$ cat config.mk
export PLATFORM = sky130hd
export DESIGN_NAME = avr_alu_with_status_flags
export DESIGN_NICKNAME = d
export VERILOG_FILES = /design/src/sv/alusf_pkg.sv /design/src/sv/alusf_core.sv /design/src/sv/avr_alu_with_status_flags.sv
export SDC_FILE = /design/constraint.sdc
export NUM_CORES = 1
export LEC_CHECK = 0
export BUFFER_PORTS_ARGS = -buffer_cell sky130_fd_sc_hd__buf_2
export CAP_MARGIN = 20
export CORE_MARGIN = 3
export CORE_UTILIZATION = 62
export DETAILED_ROUTE_END_ITERATION = 16
export PLACE_DENSITY = 0.8
export SETUP_SLACK_MARGIN = 0.3
export SYNTH_ARGS = -nofsm -noshare
export SYNTH_HDL_FRONTEND = slang
export SYNTH_HIERARCHICAL = 1
export SYNTH_SLANG_ARGS = --single-unit
$ cat constraint.sdc
create_clock -name clk -period 6.6 [get_ports clk]
set_input_delay 1.32 -clock clk [delete_from_list [all_inputs] [get_ports clk]]
set_output_delay 1.32 -clock clk [all_outputs]
set_load 0.03 [all_outputs]
$ cat src/sv/alusf_pkg.sv
`default_nettype none
// ----------------------------------------------------------------------------
// alusf_pkg: shared types and constants for the 8-bit ALU
// Operation codes, status bit positions and the command and result words.
// ----------------------------------------------------------------------------
package alusf_pkg;

  localparam logic [4:0] OP_ADD   = 5'd0;
  localparam logic [4:0] OP_ADC   = 5'd1;
  localparam logic [4:0] OP_SUB   = 5'd2;
  localparam logic [4:0] OP_SBC   = 5'd3;
  localparam logic [4:0] OP_CP    = 5'd4;
  localparam logic [4:0] OP_CPC   = 5'd5;
  localparam logic [4:0] OP_AND   = 5'd6;
  localparam logic [4:0] OP_OR    = 5'd7;
  localparam logic [4:0] OP_EOR   = 5'd8;
  localparam logic [4:0] OP_COM   = 5'd9;
  localparam logic [4:0] OP_NEG   = 5'd10;
  localparam logic [4:0] OP_INC   = 5'd11;
  localparam logic [4:0] OP_DEC   = 5'd12;
  localparam logic [4:0] OP_LSR   = 5'd13;
  localparam logic [4:0] OP_ASR   = 5'd14;
  localparam logic [4:0] OP_ROR   = 5'd15;
  localparam logic [4:0] OP_SWAP  = 5'd16;
  localparam logic [4:0] OP_ADIW  = 5'd17;
  localparam logic [4:0] OP_SBIW  = 5'd18;
  localparam logic [4:0] OP_MUL   = 5'd19;
  localparam logic [4:0] OP_MULS  = 5'd20;
  localparam logic [4:0] OP_MULSU = 5'd21;
  localparam logic [4:0] OP_FMUL  = 5'd22;

  // Status byte bit positions.
  localparam int FLAG_C = 0;
  localparam int FLAG_Z = 1;
  localparam int FLAG_N = 2;
  localparam int FLAG_V = 3;
  localparam int FLAG_S = 4;
  localparam int FLAG_H = 5;
  localparam int FLAG_T = 6;
  localparam int FLAG_I = 7;

  typedef struct packed {
    logic [4:0]  operation;
    logic [15:0] operand_a;
    logic [7:0]  operand_b;
    logic [7:0]  status_in;
  } alu_in_t;

  typedef struct packed {
    logic [15:0] result_value;
    logic [7:0]  status_out;
    logic        writes_result;
    logic        result_is_word;
  } alu_out_t;

endpackage
`default_nettype wire

$ cat src/sv/alusf_core.sv
`default_nettype none
// ----------------------------------------------------------------------------
// alusf_core: combinational ALU datapath
// Computes the result, the new status byte and the write and word marks for
// one command word.
// ----------------------------------------------------------------------------
module alusf_core (
  input  wire alusf_pkg::alu_in_t cmd,
  output alusf_pkg::alu_out_t     res
);

  logic [4:0]  op;
  logic [15:0] aw;
  logic [7:0]  d;
  logic [7:0]  r;
  logic [7:0]  sr_in;
  logic        cin;
  logic        c_use;
  logic [8:0]  add9;
  logic [4:0]  addh5;
  logic [8:0]  sub9;
  logic [4:0]  subh5;
  logic [7:0]  neg8;
  logic [15:0] wsum;
  logic [15:0] wdiff;
  logic [8:0]  mul_a;
  logic [8:0]  mul_b;
  logic [17:0] prod;
  logic [15:0] prod16;
  logic [15:0] fprod;

  logic [7:0]  res8;
  logic [15:0] res16;
  logic [7:0]  sr;
  logic        wr;
  logic        word;

  function automatic logic [7:0] nzsv8(input logic [7:0] s_in, input logic [7:0] value,
                                       input logic v);
    logic [7:0] s;
    s = s_in;
    s[alusf_pkg::FLAG_N] = value[7];
    s[alusf_pkg::FLAG_Z] = (value == 8'h00);
    s[alusf_pkg::FLAG_V] = v;
    s[alusf_pkg::FLAG_S] = value[7] ^ v;
    return s;
  endfunction

  assign op    = cmd.operation;
  assign aw    = cmd.operand_a;
  assign d     = cmd.operand_a[7:0];
  assign r     = cmd.operand_b;
  assign sr_in = cmd.status_in;
  assign cin   = cmd.status_in[alusf_pkg::FLAG_C];

  assign c_use = ((op == alusf_pkg::OP_ADC) || (op == alusf_pkg::OP_SBC) ||
                  (op == alusf_pkg::OP_CPC)) ? cin : 1'b0;

  // Bit 8 of the nine-bit difference is the borrow out; bit 4 of the
  // five-bit nibble difference is the half borrow.
  assign add9  = {1'b0, d} + {1'b0, r} + {8'b0, c_use};
  assign addh5 = {1'b0, d[3:0]} + {1'b0, r[3:0]} + {4'b0, c_use};
  assign sub9  = {1'b0, d} - {1'b0, r} - {8'b0, c_use};
  assign subh5 = {1'b0, d[3:0]} - {1'b0, r[3:0]} - {4'b0, c_use};
  assign neg8  = 8'h00 - d;
  assign wsum  = aw + {10'b0, r[5:0]};
  assign wdiff = aw - {10'b0, r[5:0]};

  // One signed 9x9 multiplier covers all four multiply flavors.
  assign mul_a  = {((op == alusf_pkg::OP_MULS) || (op == alusf_pkg::OP_MULSU)) & d[7], d};
  assign mul_b  = {(op == alusf_pkg::OP_MULS) & r[7], r};
  assign prod   = 18'($signed(mul_a) * $signed(mul_b));
  assign prod16 = prod[15:0];
  assign fprod  = {prod16[14:0], 1'b0};

  always_comb begin
    res8  = 8'h00;
    res16 = 16'h0000;
    sr    = sr_in;
    wr    = 1'b1;
    word  = 1'b0;
    unique case (op) inside
      alusf_pkg::OP_ADD, alusf_pkg::OP_ADC: begin
        res8 = add9[7:0];
        sr = nzsv8(sr_in, res8, (d[7] & r[7] & ~res8[7]) | (~d[7] & ~r[7] & res8[7]));
        sr[alusf_pkg::FLAG_C] = add9[8];
        sr[alusf_pkg::FLAG_H] = addh5[4];
      end
      alusf_pkg::OP_SUB, alusf_pkg::OP_SBC, alusf_pkg::OP_CP, alusf_pkg::OP_CPC: begin
        res8 = sub9[7:0];
        sr = nzsv8(sr_in, res8, (d[7] & ~r[7] & ~res8[7]) | (~d[7] & r[7] & res8[7]));
        if ((op == alusf_pkg::OP_SBC) || (op == alusf_pkg::OP_CPC)) begin
          sr[alusf_pkg::FLAG_Z] = (res8 == 8'h00) & sr_in[alusf_pkg::FLAG_Z];
        end
        sr[alusf_pkg::FLAG_C] = sub9[8];
        sr[alusf_pkg::FLAG_H] = subh5[4];
        wr = (op == alusf_pkg::OP_SUB) || (op == alusf_pkg::OP_SBC);
      end
      alusf_pkg::OP_AND, alusf_pkg::OP_OR, alusf_pkg::OP_EOR, alusf_pkg::OP_COM: begin
        case (op)
          alusf_pkg::OP_AND: res8 = d & r;
          alusf_pkg::OP_OR:  res8 = d | r;
          alusf_pkg::OP_EOR: res8 = d ^ r;
          default:           res8 = ~d;
        endcase
        sr = nzsv8(sr_in, res8, 1'b0);
        if (op == alusf_pkg::OP_COM) begin
          sr[alusf_pkg::FLAG_C] = 1'b1;
        end
      end
      alusf_pkg::OP_NEG: begin
        res8 = neg8;
        sr = nzsv8(sr_in, res8, res8 == 8'h80);
        sr[alusf_pkg::FLAG_C] = (res8 != 8'h00);
        sr[alusf_pkg::FLAG_H] = res8[3] | d[3];
      end
      alusf_pkg::OP_INC: begin
        res8 = d + 8'h01;
        sr = nzsv8(sr_in, res8, res8 == 8'h80);
      end
      alusf_pkg::OP_DEC: begin
        res8 = d - 8'h01;
        sr = nzsv8(sr_in, res8, res8 == 8'h7F);
      end
      alusf_pkg::OP_LSR, alusf_pkg::OP_ASR, alusf_pkg::OP_ROR: begin
        case (op)
          alusf_pkg::OP_ASR: res8 = {d[7], d[7:1]};
          alusf_pkg::OP_ROR: res8 = {cin, d[7:1]};
          default:           res8 = {1'b0, d[7:1]};
        endcase
        // V is N xor C, so S = N xor V reduces to the shifted-out bit.
        sr = nzsv8(sr_in, res8, res8[7] ^ d[0]);
        sr[alusf_pkg::FLAG_C] = d[0];
      end
      alusf_pkg::OP_SWAP: begin
        res8 = {d[3:0], d[7:4]};
      end
      alusf_pkg::OP_ADIW, alusf_pkg::OP_SBIW: begin
        word = 1'b1;
        if (op == alusf_pkg::OP_ADIW) begin
          res16 = wsum;
          sr[alusf_pkg::FLAG_V] = ~aw[15] & res16[15];
          sr[alusf_pkg::FLAG_C] = aw[15] & ~res16[15];
        end else begin
          res16 = wdiff;
          sr[alusf_pkg::FLAG_V] = aw[15] & ~res16[15];
          sr[alusf_pkg::FLAG_C] = ~aw[15] & res16[15];
        end
        sr[alusf_pkg::FLAG_N] = res16[15];
        sr[alusf_pkg::FLAG_Z] = (res16 == 16'h0000);
        sr[alusf_pkg::FLAG_S] = res16[15] ^ sr[alusf_pkg::FLAG_V];
      end
      alusf_pkg::OP_MUL, alusf_pkg::OP_MULS, alusf_pkg::OP_MULSU, alusf_pkg::OP_FMUL: begin
        word = 1'b1;
        res16 = (op == alusf_pkg::OP_FMUL) ? fprod : prod16;
        sr[alusf_pkg::FLAG_C] = prod16[15];
        sr[alusf_pkg::FLAG_Z] = (res16 == 16'h0000);
      end
      default: begin
        wr = 1'b0;
      end
    endcase
  end

  assign res.result_value   = word ? res16 : {8'h00, res8};
  assign res.status_out     = sr;
  assign res.writes_result  = wr;
  assign res.result_is_word = word;

endmodule
`default_nettype wire

$ cat src/sv/avr_alu_with_status_flags.sv
`default_nettype none
// ----------------------------------------------------------------------------
// avr_alu_with_status_flags: 8-bit ALU with status byte
// Registered command word, one pass through the ALU datapath, registered
// result word with a one-cycle done strobe.
// ----------------------------------------------------------------------------
// A command word is taken at every clock edge where start is high; busy is
// never raised, so a new word may follow in every cycle. Each word gives
// exactly one result word: it passes through the command register, then
// through the ALU logic into the result register. The result is on the
// result port for one cycle only, marked by done, and must be captured
// then; the receiver has no way to hold it.
module avr_alu_with_status_flags (
  input  wire logic              clk,
  input  wire logic              rst,
  input  wire logic              start,
  output logic                   busy,
  input  wire alusf_pkg::alu_in_t cmd,
  output logic                   done,
  output alusf_pkg::alu_out_t    result
);

  alusf_pkg::alu_in_t  item;
  logic                item_valid;
  alusf_pkg::alu_out_t core_res;

  assign busy = 1'b0;

  alusf_core u_core (
    .cmd (item),
    .res (core_res)
  );

  always_ff @(posedge clk) begin
    if (rst) begin
      item_valid <= 1'b0;
      done       <= 1'b0;
    end else begin
      item_valid <= start;
      done       <= item_valid;
    end
  end

  always_ff @(posedge clk) begin
    if (start) begin
      item <= cmd;
    end
    result <= core_res;
  end

  // Every registered command word turns into a strobed result next cycle.
  a_valid_to_done: assert property (@(posedge clk) disable iff (rst)
    item_valid |=> done)
    else $error("accepted word did not produce a result");

  a_no_spurious_done: assert property (@(posedge clk) disable iff (rst)
    !item_valid |=> !done)
    else $error("result strobe without a word in flight");

  // I and T are never touched by any operation.
  a_it_passthrough: assert property (@(posedge clk) disable iff (rst)
    item_valid |=> result.status_out[7:6] == $past(item.status_in[7:6]))
    else $error("I or T flag changed");

  a_byte_upper_zero: assert property (@(posedge clk) disable iff (rst)
    done && !result.result_is_word |-> result.result_value[15:8] == 8'h00)
    else $error("byte result has nonzero upper byte");

  a_start_to_valid: assert property (@(posedge clk) disable iff (rst)
    start |=> item_valid)
    else $error("command word not registered");

endmodule
`default_nettype wire
==> flow_summary.ini <==
[timing]
tightest_slew_ns = 0.897
fmax_ghz = 0.169
fin_skew_ns = 0.0113
hold_viol = 0
layout_worst_path_cycle_share_pct = 89.9
drv_slew = 0
setup-violations-final = 0
fin_ws_ns = 0.670
timing.slew.headroom_pct = 38.6
fin_hold_ws_ns = 0.356
period_minus_slack_ns = 5.93
grt_setup_unrepaired = no
setup_tns_ns = 0

[logic_synthesis]
mappedNetlistNets = 1185
synth.ff_latch_count = 65
synth_flop_cell = edfxtp_1
post_synth_inst_count = 996
seq_area_frac_synth_pct = 19.8
yosysWarnings = 6
synth.avg_cell_area_um2 = 8.47
async_flop_share_pct = 0
synth.cell_area_um2 = 8430
ys_types = 81
synth_edf_count = 37

[floorplanning]
horizontal_die_dimension_um = 123
floorplan.initialDensity_pct = 65.0
ios = 68
floorplan.rows = 41
fp.coreArea_um2 = 13000
die_area_um2 = 15000
fp.dieH_um = 123

[run]
drv.max_cap_violation_count = 0

[cts]
worst_skew_pair.late_latency_ns = 0.35
htree_num_levels = 3
cts_num_sinks = 65
cts.clk_slew.worst_paths_ns = 0.06
tritoncts = built
root_buffer = clkbuf_16
tritoncts_buffer_count = 9
max_buffers_root_to_sink = 2
cts_post_setup_buffers_inserted = 0

[detailed_routing]
routed-via-count = 7972
firstDrtPassIters = 6
drtIter0Drc = 1134
routed_wl_per_cell_um = 23.1
finalWirelength_um = 28000
route.detailed.vias_per_inst = 6.57
route.detailed.drc = 0
antenna_violation_net_count_after_detailed_routing = 0

[placement]
instance_area_at_placement_um2 = 8870
place_congestion = 1.04
dp_slack_ns = 0.752
hpwl_detailed_um = 21400
placed_cells_incl_taps = 1198
placement.io_buffers = 66

[cells_and_area]
final_core_util_pct = 71.1
seq_area_um2 = 1670
multi_input_area_um2 = 6050
finish.net_count = 1226
final_layout_size_suffix_gt1_share_pct = 11.4
design_area_um2 = 9230
num-fill-cells = 1037
antenna_cells_inserted = 0
post_layout_nonfiller_instances = 1214
area_delta_synth_final_pct = 9.41

[grt]
antenna_found_initial = 4
via_count_of_the_first_global_routing_pass = 7809
grt_pass1_wl_um = 43700
maximum_number_of_pins_on_one_net_before_global_route_repair = 39
grt_util_all_layers_pct = 38.6
overflow = 0

[critical_path]
cp.required_ns = 6.86
crit_arrival_ns = 6.19
critical_path_peak_fanout = 23
timing_worst_setup_path_type = reg -> reg
critical_path_source_type = flip-flop
critPathCaptureType = flip-flop

[power_and_ir_drop]
power.total_mw = 2.90
vdd.ir_drop.worst_mv = 0.258
power.static_leakage_nw = 4.10
pwr_density_cell_nw_per_um2 = 314

[outcome]
outcome = finished clean

[worst_hold_path]
holdCritPathClass = reg -> reg
==> worst max-delay path, cell delays in order, from the launching register on <==
cell and delay [ns]:
edfxtp_1 0.38, buf_4 0.21, and4bb_2 0.45, and2_1 0.25, nand2_1 0.14, inv_1 0.15, fa_1 0.55, inv_1 0.21
fa_1 0.50, fa_1 0.52, fa_1 0.54, inv_1 0.04, ha_1 0.20, xnor2_1 0.18, xnor2_1 0.15, xnor2_1 0.11
xnor2_1 0.45, or3_1 0.21, a211oi_1 0.05, a311o_1 0.33, o31ai_1 0.21
==> state kept, by name (all words and copies together), names as in the netlist <==
name	flops
done	1
item	37
result	26
item_valid	1
==> layout by cell type (no fill, tap or decap), types with 4 or more instances in the layout <==
cell type  Yosys  layout
a211oi_1       9       9
a21o_1        10      10
a21oi_1       55      55
a221oi_1       5       5
a31oi_1       12      12
a32oi_1        4       4
and2_1         4       4
and3_1         9       9
buf_2         13      66
buf_4          7      19
clkbuf_16      0       9
clkinv_1       5       5
dfxtp_1       28      28
edfxtp_1      37      37
fa_1          69      69
ha_1          80      80
inv_1        117     117
mux2i_1       11      11
nand2_1       80      80
nand2b_1       6       6
nand3_1       24      24
nand4_1       10      10
nor2_1       101     101
nor2b_1       11      11
nor3_1        30      29
nor3b_1        8       8
nor4_1        11      11
nor4b_1        4       4
o211ai_1       8       8
o21ai_0       33      33
o21bai_1       4       4
o221ai_1       6       6
o22a_1         4       4
o22ai_1        4       4
o31ai_1        7       7
or3_1         11      11
or4_1          4       4
xnor2_1       44      44
xor2_1        14      14
==> layer usage <==
layer / vias up / wire [um] / track usage (%) / share of wire (%)
li1: 3528 / - / - / -
met2: 551 / 12000 / 58.0 / 43
met5: - / 58 / 0 / 0.21
met4: 8 / 1680 / 20.0 / 6.0
met1: 3759 / 11100 / 51.3 / 40
met3: 126 / 3160 / 10.3 / 11
==> logic make-up (layout without fill, tap and decap cells) <==
logic type	count (synthesis)	after routing	share of synthesized area [%]
muxes	11	11	1.31
AOI/OAI and AO/OA	203	203	16.7
buffers and inverters	179	225	8.58
xor gates and xnor gates	58	58	6.02
other	1	1	0.0445
adders and majority gates	149	149	28.2
and+or+nand+nor	330	330	19.3
DFF	65	65	19.8
==> timing repair <==
action / in CTS / in global routing
hold endpoints to repair: 0 / 0
endpoints found under the setup margin: 0 / 1
gates resized for setup: 0 / 1
hold buffers: 0 / 0
==> synth_stat cells (24+ instances only) <==
cell	instances	share of area (%)
nand2_1	80	3.6
fa_1	69	16
clkbuf_1	28	1.2
o21ai_0	33	2.0
dfxtp_1	28	6.6
nor2_1	101	4.5
nand3_1	24	1.4
a21oi_1	55	3.3
edfxtp_1	37	13
ha_1	80	12
inv_1	117	5.2
nor3_1	30	1.8
xnor2_1	44	4.6
==> cell type report <==
| class | instances | share of cell area (%) |
|---|---|---|
| Tap cell | 172 | 2.33 |
| Clock inverter | 7 | 1.36 |
| Timing Repair Buffer | 85 | 5.13 |
| Multi-Input combinational cell | 752 | 65.6 |
| Inverter | 124 | 5.04 |
| Clock buffer | 9 | 2.44 |
| Sequential cell | 65 | 18.1 |
==> path summary, 6_finish.rpt <==
check / endpoint / cells past startpoint / slack [ns] / from
worst max-delay path: result[25] / 20 / 0.67 / item[33]
worst min register to register: result[9] / 0 / 0.36 / item[7]
worst min-delay path: result[9] / 0 / 0.36 / item[7]
worst max register to register: result[25] / 20 / 0.67 / item[33]
==> where the power goes <==
group	internal, mW	switching (mW)	leakage (nW)
logic	0.660	1.13	3.34
registers	0.494	0.0505	0.595
clock network	0.373	0.197	0.171
No activity file was read; power rests on OpenSTA's default activity.
